==> src/hw/rtl/lqs_pkg.sv <==
// ----------------------------------------------------------------------------
// lqs_pkg
// Shared types and constants of the lottery quantum scheduler.
// ----------------------------------------------------------------------------
`default_nettype none

package lqs_pkg;

	// Item kinds
	localparam logic [1:0] KIND_CLEAR = 2'd0;
	localparam logic [1:0] KIND_LOAD  = 2'd1;
	localparam logic [1:0] KIND_SCHED = 2'd2;

	// Defaults
	localparam int          DEF_MAX_SLOTS = 16;
	localparam logic [7:0]  QUANTUM_RST   = 8'd3;

	// Field widths
	localparam int TIME_W = 24;
	localparam int RAND_W = 31;

	// One slot of the process table
	typedef struct packed {
		logic [15:0] arrival;
		logic [15:0] remaining;
		logic [7:0]  tickets;
	} slot_entry_t;

endpackage

`default_nettype wire

==> src/hw/rtl/lqs_mod.sv <==
// ----------------------------------------------------------------------------
// lqs_mod
// Restoring remainder unit: one dividend bit per cycle, RAND_W bits in all.
// ----------------------------------------------------------------------------
`default_nettype none

module lqs_mod #(
	parameter int TOT_W = 12
) (
	input  wire logic                      clk,
	input  wire logic                      arst_n,
	input  wire logic                      go,
	input  wire logic [lqs_pkg::RAND_W-1:0] dividend,
	input  wire logic [TOT_W-1:0]          divisor,
	output logic                           done,
	output logic [TOT_W-1:0]               remainder
);
	import lqs_pkg::*;

	localparam int CNT_W = $clog2(RAND_W + 1);

	logic              busy_q;
	logic              done_q;
	logic [CNT_W-1:0]  cnt_q;
	logic [RAND_W-1:0] dvd_q;
	logic [TOT_W-1:0]  dvs_q;
	logic [TOT_W-1:0]  rem_q;
	logic [TOT_W:0]    trial;
	logic [TOT_W:0]    diff;

	// shift in the next dividend bit and try a subtract
	always_comb begin
		trial = {rem_q, dvd_q[RAND_W-1]};
		diff  = trial - {1'b0, dvs_q};
	end

	// control
	always_ff @(posedge clk or negedge arst_n) begin
		if (!arst_n) begin
			busy_q <= 1'b0;
			done_q <= 1'b0;
			cnt_q  <= '0;
		end else begin
			done_q <= 1'b0;
			if (go) begin
				busy_q <= 1'b1;
				cnt_q  <= CNT_W'(RAND_W);
			end else if (busy_q) begin
				cnt_q <= cnt_q - CNT_W'(1);
				if (cnt_q == CNT_W'(1)) begin
					busy_q <= 1'b0;
					done_q <= 1'b1;
				end
			end
		end
	end

	// datapath
	always_ff @(posedge clk) begin
		if (go) begin
			dvd_q <= dividend;
			dvs_q <= divisor;
			rem_q <= '0;
		end else if (busy_q) begin
			dvd_q <= {dvd_q[RAND_W-2:0], 1'b0};
			if (trial >= {1'b0, dvs_q})
				rem_q <= diff[TOT_W-1:0];
			else
				rem_q <= trial[TOT_W-1:0];
		end
	end

	assign done      = done_q;
	assign remainder = rem_q;

endmodule

`default_nettype wire

==> src/hw/rtl/lottery_quantum_scheduler_unit.sv <==
// ----------------------------------------------------------------------------
// lottery_quantum_scheduler_unit
// Lottery scheduler over a table of process slots held in one memory.
// ----------------------------------------------------------------------------
// Usage:
//   An item is taken when start is high and busy is low. Kind clear empties
//   the table and zeroes the time; kind load writes one slot. Both finish in
//   the accepting cycle, give no result word and never raise busy.
//   Kind schedule raises busy and, when it completes, presents one result
//   word for exactly one cycle with done high; the receiver cannot stall.
// Sequence of a schedule item:
//   a ticket scan reads every slot, one read per cycle from the slot memory;
//   if nothing is eligible the result follows right after the scan.
//   Otherwise the draw is reduced by a bit-serial remainder unit, a second
//   scan picks the winner and a write-back step then updates the slot.
//   The single memory read port sets the scan length.
// Reset: slot table empty (per-slot valid bits cleared), time zero, quantum 3.
//   No clearing pass is needed. The quantum register is written by cfg_we.
// ----------------------------------------------------------------------------
`default_nettype none

module lottery_quantum_scheduler_unit #(
	parameter int MAX_SLOTS = lqs_pkg::DEF_MAX_SLOTS
) (
	input  wire logic                         clk,
	input  wire logic                         arst_n,
	input  wire logic                         cfg_we,
	input  wire logic [7:0]                   cfg_data,
	input  wire logic                         start,
	output logic                              busy,
	input  wire logic [1:0]                   kind,
	input  wire logic [3:0]                   slot,
	input  wire logic [15:0]                  arrival,
	input  wire logic [15:0]                  burst,
	input  wire logic [7:0]                   tickets,
	input  wire logic [lqs_pkg::RAND_W-1:0]   random_value,
	output logic                              done,
	output logic                              idle,
	output logic                              all_done,
	output logic [3:0]                        winner,
	output logic [lqs_pkg::TIME_W-1:0]        start_time,
	output logic [7:0]                        run_length,
	output logic                              first_run,
	output logic                              finished,
	output logic [lqs_pkg::TIME_W-1:0]        end_time
);
	import lqs_pkg::*;

	localparam int IDX_W = (MAX_SLOTS > 1) ? $clog2(MAX_SLOTS) : 1;
	localparam int TOT_W = 8 + IDX_W;

	localparam logic [2:0] ST_IDLE = 3'd0;
	localparam logic [2:0] ST_SUM  = 3'd1;
	localparam logic [2:0] ST_MOD  = 3'd2;
	localparam logic [2:0] ST_PICK = 3'd3;
	localparam logic [2:0] ST_RUN  = 3'd4;

	// slot memory and per-slot flags
	slot_entry_t             mem [MAX_SLOTS];
	slot_entry_t             rd_data;
	logic [IDX_W-1:0]        rd_addr;
	logic                    wr_en;
	logic [IDX_W-1:0]        wr_addr;
	slot_entry_t             wr_data;
	logic [MAX_SLOTS-1:0]    valid_q;
	logic [MAX_SLOTS-1:0]    started_q;

	logic [2:0]              state_q;
	logic [7:0]              quantum_q;
	logic [TIME_W-1:0]       time_q;
	logic [IDX_W:0]          cnt_q;
	logic                    issue;
	logic                    rd_vld_s1;
	logic [IDX_W-1:0]        rd_idx_s1;

	logic [TOT_W-1:0]        total_q;
	logic                    work_q;
	logic                    any_q;
	logic [TOT_W-1:0]        draw_q;
	logic [TOT_W-1:0]        sum_q;
	logic [RAND_W-1:0]       rand_q;
	logic [IDX_W-1:0]        win_q;
	slot_entry_t             win_ent_q;

	logic                    accept;
	logic                    load_ok;
	logic [IDX_W-1:0]        load_addr;
	logic                    has_work;
	logic                    elig;
	logic                    last_rd;
	logic [TOT_W-1:0]        total_n;
	logic [TOT_W-1:0]        sum_n;
	logic                    work_n;
	logic                    any_n;
	logic                    mod_go;
	logic                    mod_done;
	logic [TOT_W-1:0]        mod_rem;
	logic [7:0]              run;
	logic [15:0]             rem_left;

	// result registers
	logic                    done_q;
	logic                    idle_q;
	logic                    all_done_q;
	logic [3:0]              winner_q;
	logic [TIME_W-1:0]       start_time_q;
	logic [7:0]              run_length_q;
	logic                    first_run_q;
	logic                    finished_q;
	logic [TIME_W-1:0]       end_time_q;

	assign accept    = start && (state_q == ST_IDLE);
	assign busy      = (state_q != ST_IDLE);
	assign load_ok   = (32'(slot) < MAX_SLOTS);
	assign load_addr = IDX_W'(slot);

	// scan read issue
	assign issue   = ((state_q == ST_SUM) || (state_q == ST_PICK)) &&
	                 (cnt_q < (IDX_W+1)'(MAX_SLOTS));
	assign rd_addr = cnt_q[IDX_W-1:0];
	assign last_rd = rd_vld_s1 && (rd_idx_s1 == IDX_W'(MAX_SLOTS - 1));

	// eligibility of the word returned by the memory
	always_comb begin
		has_work = rd_vld_s1 && valid_q[rd_idx_s1] && (rd_data.remaining != 16'd0);
		elig     = has_work && ({8'd0, rd_data.arrival} <= time_q);
		work_n   = work_q | has_work;
		any_n    = any_q | elig;
		total_n  = elig ? (total_q + TOT_W'(rd_data.tickets)) : total_q;
		sum_n    = elig ? (sum_q + TOT_W'(rd_data.tickets)) : sum_q;
	end

	// run length and leftover work of the winner
	always_comb begin
		run      = (win_ent_q.remaining > {8'd0, quantum_q}) ? quantum_q
		           : win_ent_q.remaining[7:0];
		rem_left = win_ent_q.remaining - {8'd0, run};
	end

	// memory write: loads from idle, write-back of the winner
	always_comb begin
		wr_en   = 1'b0;
		wr_addr = load_addr;
		wr_data = win_ent_q;
		if (accept && (kind == KIND_LOAD) && load_ok) begin
			wr_en           = 1'b1;
			wr_data.arrival   = arrival;
			wr_data.remaining = burst;
			wr_data.tickets   = (tickets == 8'd0) ? 8'd1 : tickets;
		end else if (state_q == ST_RUN) begin
			wr_en             = 1'b1;
			wr_addr           = win_q;
			wr_data.remaining = rem_left;
		end
	end

	// slot memory, one write and one registered read port
	always_ff @(posedge clk) begin
		if (wr_en)
			mem[wr_addr] <= wr_data;
		rd_data <= mem[rd_addr];
	end

	assign mod_go = (state_q == ST_SUM) && last_rd && work_n && any_n;

	lqs_mod #(
		.TOT_W (TOT_W)
	) u_mod (
		.clk       (clk),
		.arst_n    (arst_n),
		.go        (mod_go),
		.dividend  (rand_q),
		.divisor   (total_n),
		.done      (mod_done),
		.remainder (mod_rem)
	);

	// control and state
	always_ff @(posedge clk or negedge arst_n) begin
		if (!arst_n) begin
			state_q    <= ST_IDLE;
			quantum_q  <= QUANTUM_RST;
			time_q     <= '0;
			valid_q    <= '0;
			started_q  <= '0;
			cnt_q      <= '0;
			rd_vld_s1  <= 1'b0;
			done_q     <= 1'b0;
		end else begin
			done_q    <= 1'b0;
			rd_vld_s1 <= issue;
			if (issue)
				cnt_q <= cnt_q + (IDX_W+1)'(1);
			if (cfg_we)
				quantum_q <= cfg_data;

			unique case (state_q)
				ST_IDLE: begin
					if (accept) begin
						if (kind == KIND_CLEAR) begin
							valid_q   <= '0;
							started_q <= '0;
							time_q    <= '0;
						end else if (kind == KIND_LOAD) begin
							if (load_ok) begin
								valid_q[load_addr]   <= 1'b1;
								started_q[load_addr] <= 1'b0;
							end
						end else if (kind == KIND_SCHED) begin
							cnt_q   <= '0;
							state_q <= ST_SUM;
						end
					end
				end
				ST_SUM: begin
					if (last_rd) begin
						if (!work_n) begin
							done_q  <= 1'b1;
							state_q <= ST_IDLE;
						end else if (!any_n) begin
							done_q  <= 1'b1;
							time_q  <= time_q + TIME_W'(1);
							state_q <= ST_IDLE;
						end else begin
							state_q <= ST_MOD;
						end
					end
				end
				ST_MOD: begin
					if (mod_done) begin
						cnt_q   <= '0;
						state_q <= ST_PICK;
					end
				end
				ST_PICK: begin
					if (elig && (draw_q < sum_n))
						state_q <= ST_RUN;
				end
				ST_RUN: begin
					started_q[win_q] <= 1'b1;
					time_q           <= time_q + TIME_W'(run);
					done_q           <= 1'b1;
					state_q          <= ST_IDLE;
				end
				default: state_q <= ST_IDLE;
			endcase
		end
	end

	// scan accumulators and result payload
	always_ff @(posedge clk) begin
		rd_idx_s1 <= rd_addr;
		unique case (state_q)
			ST_IDLE: begin
				total_q <= '0;
				sum_q   <= '0;
				work_q  <= 1'b0;
				any_q   <= 1'b0;
				rand_q  <= random_value;
			end
			ST_SUM: begin
				total_q <= total_n;
				work_q  <= work_n;
				any_q   <= any_n;
				if (last_rd) begin
					idle_q       <= work_n;
					all_done_q   <= !work_n;
					winner_q     <= '0;
					start_time_q <= time_q;
					run_length_q <= '0;
					first_run_q  <= 1'b0;
					finished_q   <= 1'b0;
					end_time_q   <= work_n ? (time_q + TIME_W'(1)) : time_q;
				end
			end
			ST_MOD: begin
				draw_q <= mod_rem;
			end
			ST_PICK: begin
				sum_q <= sum_n;
				if (elig && (draw_q < sum_n)) begin
					win_q     <= rd_idx_s1;
					win_ent_q <= rd_data;
				end
			end
			ST_RUN: begin
				idle_q       <= 1'b0;
				all_done_q   <= 1'b0;
				winner_q     <= 4'(win_q);
				start_time_q <= time_q;
				run_length_q <= run;
				first_run_q  <= !started_q[win_q];
				finished_q   <= (rem_left == 16'd0);
				end_time_q   <= time_q + TIME_W'(run);
			end
			default: ;
		endcase
	end

	assign done       = done_q;
	assign idle       = idle_q;
	assign all_done   = all_done_q;
	assign winner     = winner_q;
	assign start_time = start_time_q;
	assign run_length = run_length_q;
	assign first_run  = first_run_q;
	assign finished   = finished_q;
	assign end_time   = end_time_q;

endmodule

`default_nettype wire

==> config.mk <==
export PLATFORM = sky130hd
export DESIGN_NAME = lottery_quantum_scheduler_unit
export DESIGN_NICKNAME = d
export VERILOG_FILES = /design/src/hw/rtl/lqs_pkg.sv /design/src/hw/rtl/lqs_mod.sv /design/src/hw/rtl/lottery_quantum_scheduler_unit.sv
export SDC_FILE = /design/constraint.sdc
export NUM_CORES = 1
export LEC_CHECK = 0
export BUFFER_PORTS_ARGS = -buffer_cell sky130_fd_sc_hd__buf_2
export CAP_MARGIN = 20
export CORE_UTILIZATION = 45
export DETAILED_ROUTE_END_ITERATION = 8
export GPL_TIMING_DRIVEN = 0
export MAX_ROUTING_LAYER = met4
export PLACE_DENSITY = 0.68
export SLEW_MARGIN = 25
export SYNTH_ARGS = -nofsm -noshare
export SYNTH_HDL_FRONTEND = slang
export SYNTH_SLANG_ARGS = --single-unit
==> constraint.sdc <==
create_clock -name clk -period 8.2 [get_ports clk]
set_clock_uncertainty 0.1 [all_clocks]
set_input_delay 0.82 -clock clk [delete_from_list [all_inputs] [get_ports clk]]
set_output_delay 0.82 -clock clk [all_outputs]
set_load 0.1 [all_outputs]
==> impl_metrics.env, run 1 <==
export IMPL_run_status="finished, final reports clean"
export IMPL_critPathRequiredTime_ns=8.34
export IMPL_synth_edf_count=860
export IMPL_category_of_the_worst_setup_path_launch_point="flop"
export IMPL_grt_start_max_net_pins=54
export IMPL_total_leakage_power_nw=17.44
export IMPL_sw_frac_of_total=0.3223
export IMPL_ioPinCount=155
export IMPL_finalSetupViolCount=0
export IMPL_synth_area_leaders="edfxtp_1 62%, dfrtp_1 4.7%, mux4_2 4.7%, mux2i_1 3.2%, nand2_1 2.7%"
export IMPL_number_of_design_rule_violations_left_after_detail_routing=0
export IMPL_crit_top_cell="o21ai_0"
export IMPL_layout_common_cells="860 x edfxtp_1, 304 x nand2_1, 211 x o21ai_0"
export IMPL_clk_transition_reported_paths_ns=0.06
export IMPL_aggregate_global_route_resource_usage=0.2383
export IMPL_critPathMaxStageDelay_ns=0.83
export IMPL_worst_path_max_fanout=16
export IMPL_post_cts_resize_count=0
export IMPL_rrSetupSlack_ns=2.22
export IMPL_finalCritPeriodShare=0.7298
export IMPL_via_per_inst=5.901
export IMPL_initial_core_util=0.4546
export IMPL_clock_tree_from_tritoncts="built"
export IMPL_critPathLaunch="quantum_q[1]$_DFFE_PN1P_"
export IMPL_final_net_count=3289
export IMPL_timing_hold_violations_final=0
export IMPL_rsz_0062_raised_after_global_routing="false"
export IMPL_max_vdd_ir_drop_mv=0.2130
export IMPL_drtPass1Iterations=6
export IMPL_regToRegEndpoint="mem[9][18]$_DFFE_PP_"
export IMPL_final_fill_count=7287
export IMPL_dp_final_hpwl_mm=74.69
export IMPL_fp_dieH_um=306.3
export IMPL_yosysWarnings=0
export IMPL_report_power_total_w=0.01519
export IMPL_grt_antenna_before_repair=2
export IMPL_syn_instance_count=2803
export IMPL_drtIter0Drc=3059
export IMPL_clk_insertion_delay_late_ns=0.69
export IMPL_final_cells=4387
export IMPL_ys_ff_latch=997
export IMPL_place_port_buffers=154
export IMPL_timing_max_transition_violations_final=0
export IMPL_grt_pass1_vias=25103
export IMPL_cts_repair_timing_setup_buffer_count=0
export IMPL_max_slew_margin_rel=0.2582
export IMPL_hold_path_class="reg -> reg"
export IMPL_die_width_um=306.3
export IMPL_worst_r2r_cell_count=18
export IMPL_timing_critical_path_slowest_stage_cell="mux2i_1"
export IMPL_max_cap_viol_count=0
export IMPL_core_region_area_sq_mm=0.09166
export IMPL_cts_root_buffer_cell="clkbuf_16"
export IMPL_netlist_top_cell_by_area="edfxtp_1"
export IMPL_numPlacedInstances=4192
export IMPL_syn_num_nets=2980
export IMPL_fmax_mhz=167.1
export IMPL_setup_worst_path_end_class="flop"
export IMPL_synth_seq_area_share=0.6953
export IMPL_seq_area_sq_mm=0.02898
export IMPL_final_setup_worst_slack_ns=2.216
export IMPL_post_synth_cell_area_avg_sq_um=14.87
export IMPL_cts_root_to_sink_buffers=3
export IMPL_power_report_internal_total_w=0.01029
export IMPL_tritoncts_num_sinks=997
export IMPL_comb_power_share=0.276
export IMPL_gp_routability_congestion=0.9378
export IMPL_mostFrequentLayoutCell="edfxtp_1"
export IMPL_tightest_slew_ns=1.113
export IMPL_critical_path_arrival_ns=6.13
export IMPL_p_clk_frac=0.307
export IMPL_synth_top_area_frac=0.6197
export IMPL_synthFlopType="edfxtp_1"
export IMPL_ctsHtreeMaxLevel=3
export IMPL_synth_distinct_cells=79
export IMPL_p_seq_frac=0.417
export IMPL_numCtsBuffers=100
export IMPL_overall_routed_net_length_mm=109.5
export IMPL_final_layout_size_suffix_gt1_frac=0.1778
export IMPL_vias=25887
export IMPL_critical_path_endpoint="mem[9][18]$_DFFE_PP_"
export IMPL_setup_worst_path_class="reg -> reg"
export IMPL_preCtsSetupSlack_ns=2.436
export IMPL_total_switching_power_w=0.004895
export IMPL_routedWlPerCell_um=24.96
export IMPL_multi_input_area_sq_mm=0.01203
export IMPL_finalCriticalPeriod_ns=5.984
export IMPL_timing_hold_worst_start="cnt_q[3]$_DFF_PN0_"
export IMPL_design_area_final_sq_mm=0.04870
export IMPL_syn_to_final_growth_pct=16.85
export IMPL_grt_first_pass_wirelength_mm=160.7
export IMPL_netlist_area_sq_mm=0.04167
export IMPL_rows=111
export IMPL_grt_remaining_overflow=0
export IMPL_area_of_placed_instances_sq_mm=0.04527
export IMPL_power_density_mw_per_mm2=311.9
export IMPL_ant_nets=0
export IMPL_worstPathCellList="inv_1 -> ha_1 -> nor2b_1 -> o21a_1 -> o21a_1 -> o21ai_0 -> nand3b_1 -> a21o_1 -> clkbuf_1 -> mux2i_1 -> ha_1 -> a21boi_0 -> o21ai_0 -> a21oi_1 -> o21ai_0 -> nand2_1 -> o311ai_0 -> nand3_1"
export IMPL_worst_r2r_startpoint="quantum_q[1]$_DFFE_PN1P_"
export IMPL_postSynth_asyncResetShare=0.08124
export IMPL_design_die_area_sq_mm=0.09383
critical path, delay by kind of cell (launching register included):
| kind | cells | cell delay (ns) |
|---|---|---|
| AOI/OAI and AO/OA | 9 | 1.98 |
| and+or+nand+nor | 4 | 1.03 |
| muxes | 1 | 0.83 |
| adders and majority gates | 2 | 0.72 |
| DFF | 1 | 0.54 |
| buffers and inverters | 2 | 0.34 |
through the flow:
step	hold slack (ns)	util	TNS, ns
5_1_grt	0.1988	0.5312	0
3_5_place_dp	0.2542	0.4939	0
4_1_cts	0.1890	0.5310	0
3_3_place_gp	0.2505	0.4792	-108.11
6_report	0.2163	0.5312	0
2_1_floorplan	0.2454	-	0
flip-flops by register name, summed over array words and instances (netlist names), 16 cells and up:
signal,flops
mem,640
rd_data,40
win_ent_q,40
rand_q,31
u_mod.dvd_q,31
end_time,24
start_time,24
time_q,24
started_q,16
valid_q,16
worst min-delay path by stage:
stage,to,slack [ns],cells past startpoint
floorplan,rd_idx_s1[2]$_DFF_P_,0.25,0
finish,rd_idx_s1[3]$_DFF_P_,0.22,0
detailed placement,rd_idx_s1[3]$_DFF_P_,0.25,0
global route,rand_q[0]$_DFFE_PP_,0.20,1
CTS,rand_q[2]$_DFFE_PP_,0.19,1
global placement,rd_idx_s1[2]$_DFF_P_,0.25,0
layout make-up:
class,instances,share of cell area
Clock buffer,139,0.05666
Inverter,65,0.005010
Tap cell,1186,0.03047
Sequential cell,997,0.5950
Clock inverter,51,0.01292
Antenna cell,1,0.00005139
Buffer,133,0.01218
Timing Repair Buffer,207,0.04070
Multi-Input combinational cell,1608,0.2470
kinds of logic (layout without fill, tap and decap cells):
family | after synthesis | count (layout) | synth area share
flip-flops | 997 | 997 | 0.6953
AND/OR/NAND/NOR | 613 | 613 | 0.06647
multiplexers | 267 | 267 | 0.09161
adder cells (fa/ha/maj) | 88 | 88 | 0.02732
XOR/XNOR | 63 | 63 | 0.01324
buffers and inverters | 198 | 595 | 0.01976
AO/OA/AOI/OAI | 577 | 577 | 0.08629
other | 0 | 1 | 0
cell usage after synthesis, drive strengths merged (6+ instances only):
| master | instances |
|---|---|
| a21boi | 8 |
| a21o | 19 |
| a21oi | 137 |
| a221oi | 41 |
| a22oi | 51 |
| a31oi | 10 |
| and2 | 21 |
| and3 | 12 |
| buf | 43 |
| clkbuf | 90 |
| dfrtp | 79 |
| dfxtp | 56 |
| edfxtp | 860 |
| ha | 83 |
| inv | 65 |
| mux2 | 45 |
| mux2i | 135 |
| mux4 | 87 |
| nand2 | 305 |
| nand2b | 17 |
| nand3 | 27 |
| nand4 | 13 |
| nor2 | 125 |
| nor2b | 24 |
| nor3 | 24 |
| nor3b | 6 |
| nor4 | 9 |
| o211ai | 13 |
| o21a | 12 |
| o21ai | 215 |
| o311ai | 7 |
| o31ai | 15 |
| or2 | 6 |
| or3 | 10 |
| xnor2 | 41 |
| xor2 | 22 |
what timing repair did:
item                                   CTS  global route
hold buffers                             1             0
endpoints found under the hold margin   29             0
setup endpoints to repair                0             0
metal layers:
| metal | GRT usage | wire length, um | vias to the layer above |
|---|---|---|---|
| li1 | - | - | 11395 |
| met1 | 0.3241 | 46350 | 13064 |
| met2 | 0.3681 | 50880 | 1224 |
| met3 | 0.04279 | 9331 | 204 |
| met4 | 0.06895 | 2947 | 0 |
| met5 | - | 0 | - |
power groups by stage:
stage / Sequential (W) / Clock, W / Combinational, W
final: 0.00633 / 0.00467 / 0.00419
after global routing: 0.00636 / 0.00491 / 0.00454
after CTS: 0.00633 / 0.00473 / 0.00417
after detailed placement: 0.00643 / 0 / 0.00414
after global placement: 0.00643 / 0 / 0.00403
after floorplan: 0.00634 / 0 / 0.00283
(Power assumes the default switching activity.)
==> run 2: changes to the inputs <==
--- a/config.mk
+++ b/config.mk
@@ -11,7 +11,7 @@
 export DETAILED_ROUTE_END_ITERATION = 8
 export GPL_TIMING_DRIVEN = 0
 export MAX_ROUTING_LAYER = met4
-export PLACE_DENSITY = 0.68
+export PLACE_DENSITY = 0.7
 export SLEW_MARGIN = 25
 export SYNTH_ARGS = -nofsm -noshare
 export SYNTH_HDL_FRONTEND = slang
==> constraint.sdc (replaced) <==
create_clock -name clk -period 4.95 [get_ports clk]
set_clock_uncertainty 0.1 [all_clocks]
set_input_delay 0.495 -clock clk [delete_from_list [all_inputs] [get_ports clk]]
set_output_delay 0.495 -clock clk [all_outputs]
set_load 0.1 [all_outputs]
==> run 2 against run 1 <==
  * Final area up 1.8%
  * Hold slack worse by 0.18 ns
  * Clock-buffer cell count down 15
  * Flip-flop and latch count unchanged
  * Die area unchanged
  * Sequential power up 66%
  * First-iteration DRC count down 4.4%
  * Core utilization up 0.96 points
  * Critical path depth up 4
  * Sequential share of layout area down 1.0 points
  * Cell count up 1.5%
  * Via count up 1.2%
  * Critical path type unchanged
  * Largest cell class unchanged
  * Largest power group unchanged
==> impl_metrics.env, run 2 (synthesis results as in run 1) <==
export IMPL_place_port_buffers=154
export IMPL_report_power_total_w=0.02536
export IMPL_final_fill_count=7154
export IMPL_core_region_area_sq_mm=0.09166
export IMPL_setup_worst_path_end_class="flop"
export IMPL_hold_path_class="in -> reg"
export IMPL_overall_routed_net_length_mm=110.4
export IMPL_grt_remaining_overflow=0
export IMPL_regMostFlops="mem"
export IMPL_grt_pass1_vias=26098
export IMPL_rows=111
export IMPL_timing_max_transition_violations_final=0
export IMPL_rrSetupSlack_ns=0.18
export IMPL_finalCriticalPeriod_ns=4.771
export IMPL_timing_hold_violations_final=0
export IMPL_ioPinCount=155
export IMPL_vias=26204
export IMPL_max_cap_viol_count=0
export IMPL_drtIter0Drc=2925
export IMPL_tightest_slew_ns=1.109
export IMPL_dp_final_hpwl_mm=73.86
export IMPL_critPathLaunch="quantum_q[1]$_DFFE_PN1P_"
export IMPL_grt_start_max_net_pins=67
export IMPL_final_cells=4454
export IMPL_aggregate_global_route_resource_usage=0.2419
export IMPL_worst_path_max_fanout=5
export IMPL_syn_to_final_growth_pct=18.96
export IMPL_fp_dieH_um=306.3
export IMPL_die_width_um=306.3
export IMPL_final_net_count=3355
export IMPL_ant_nets=0
export IMPL_mostFrequentLayoutCell="edfxtp_1"
export IMPL_max_vdd_ir_drop_mv=0.2701
export IMPL_ctsHtreeMaxLevel=3
export IMPL_finalSetupViolCount=0
export IMPL_clk_insertion_delay_late_ns=0.69
export IMPL_multi_input_area_sq_mm=0.01231
export IMPL_critPathRequiredTime_ns=5.37
export IMPL_cts_root_buffer_cell="clkbuf_16"
export IMPL_fmax_mhz=209.6
export IMPL_power_density_mw_per_mm2=511.6
export IMPL_seq_area_sq_mm=0.02899
export IMPL_numCtsBuffers=100
export IMPL_setup_worst_path_class="reg -> reg"
export IMPL_number_of_design_rule_violations_left_after_detail_routing=0
export IMPL_design_area_final_sq_mm=0.04957
export IMPL_biggest_regs="mem (640), rd_data (40), win_ent_q (40)"
export IMPL_max_slew_margin_rel=0.2590
export IMPL_worst_r2r_startpoint="quantum_q[1]$_DFFE_PN1P_"
export IMPL_grt_antenna_before_repair=5
export IMPL_area_of_placed_instances_sq_mm=0.04513
export IMPL_routedWlPerCell_um=24.79
export IMPL_largest_register_ffs=640
export IMPL_cts_root_to_sink_buffers=3
export IMPL_numPlacedInstances=4184
export IMPL_clk_transition_reported_paths_ns=0.06
export IMPL_critical_path_arrival_ns=5.19
export IMPL_via_per_inst=5.883
export IMPL_timing_hold_worst_start="cfg_we"
export IMPL_grt_first_pass_wirelength_mm=164.1
export IMPL_finalCritPeriodShare=0.9638
export IMPL_category_of_the_worst_setup_path_launch_point="flop"
export IMPL_initial_core_util=0.4546
export IMPL_layout_common_cells="860 x edfxtp_1, 303 x nand2_1, 206 x o21ai_0"
export IMPL_gp_routability_congestion=0.8975
export IMPL_run_status="finished, final reports clean"
export IMPL_clock_tree_from_tritoncts="built"
export IMPL_total_leakage_power_nw=17.74
export IMPL_design_die_area_sq_mm=0.09383
export IMPL_tritoncts_num_sinks=997
export IMPL_final_layout_size_suffix_gt1_frac=0.2031
export IMPL_drtPass1Iterations=5
==> run 2: path summary, 6_finish.rpt <==
check | end | cells past startpoint
min in group asynchronous | time_q[17]$_DFFE_PN0P_ | 2
min reg2reg | rd_idx_s1[2]$_DFF_P_ | 0
min | quantum_q[0]$_DFFE_PN1P_ | 2
max | finished$_SDFFCE_PN0P_ | 22
max in group asynchronous | quantum_q[0]$_DFFE_PN1P_ | 3
max reg2reg | finished$_SDFFCE_PN0P_ | 22
==> run 2: final cells by class <==
class | instances | area share
timing repair buffer | 276 | 0.05194
sequential | 997 | 0.5848
tap | 1186 | 0.02993
inverter | 65 | 0.004997
buffer | 129 | 0.01174
clock buffer | 124 | 0.05437
clock inverter | 65 | 0.01381
antenna | 3 | 0.0001514
multi-input combinational | 1609 | 0.2483
==> run 2: metal layers <==
metal	track usage	part of all wire	vias up
met5	-	0	-
li1	-	-	11531
met2	0.3707	0.46	1312
met3	0.05896	0.099	231
met4	0.07860	0.031	0
met1	0.3176	0.41	13130
==> run 2: critical path: stages (launching register included) <==
cell and delay (ns):
dfstp_2 0.55, inv_1 0.07, ha_1 0.31, nor2b_1 0.14, o21a_1 0.16, o21a_1 0.16
o21ai_1 0.12, nand3b_1 0.11, a21o_4 0.26, mux2_4 0.31, ha_1 0.22, fa_2 0.36
nand2b_1 0.16, a21boi_2 0.17, o21ai_2 0.09, a21oi_2 0.18, buf_4 0.13, buf_4 0.09
buf_4 0.09, buf_4 0.09, nor2_1 0.05, nor4b_2 0.36, o211a_4 0.30
==> run 2: through the flow <==
step / TNS [ns] / hold slack, ns / setup slack [ns] / utilization
final: 0 / 0.03984 / 0.1794 / 0.5408
after global routing: -0.07021 / 0.05684 / -0.02821 / 0.5408
after CTS: -0.1081 / 0.02396 / -0.1081 / 0.5379
after detailed placement: -281.04 / 0.2416 / -1.287 / 0.4923
after global placement: -1859.29 / 0.2523 / -3.665 / 0.4795
after floorplan: -102.35 / 0.09941 / -0.4501 / -
==> run 2: power breakdown <==
group | internal [W] | switching, W
Sequential | 0.00996 | 0.000558
Combinational | 0.00268 | 0.00438
Clock | 0.00451 | 0.00328
Total | 0.0172 | 0.00821
==> run 2: what timing repair did <==
item,in CTS,in global routing
setup buffers,21,13
cloned,1,0
hold buffers,44,0
pin swaps,9,13
resized for setup,46,26
setup endpoints to repair,488,246
endpoints found under the hold margin,118,0
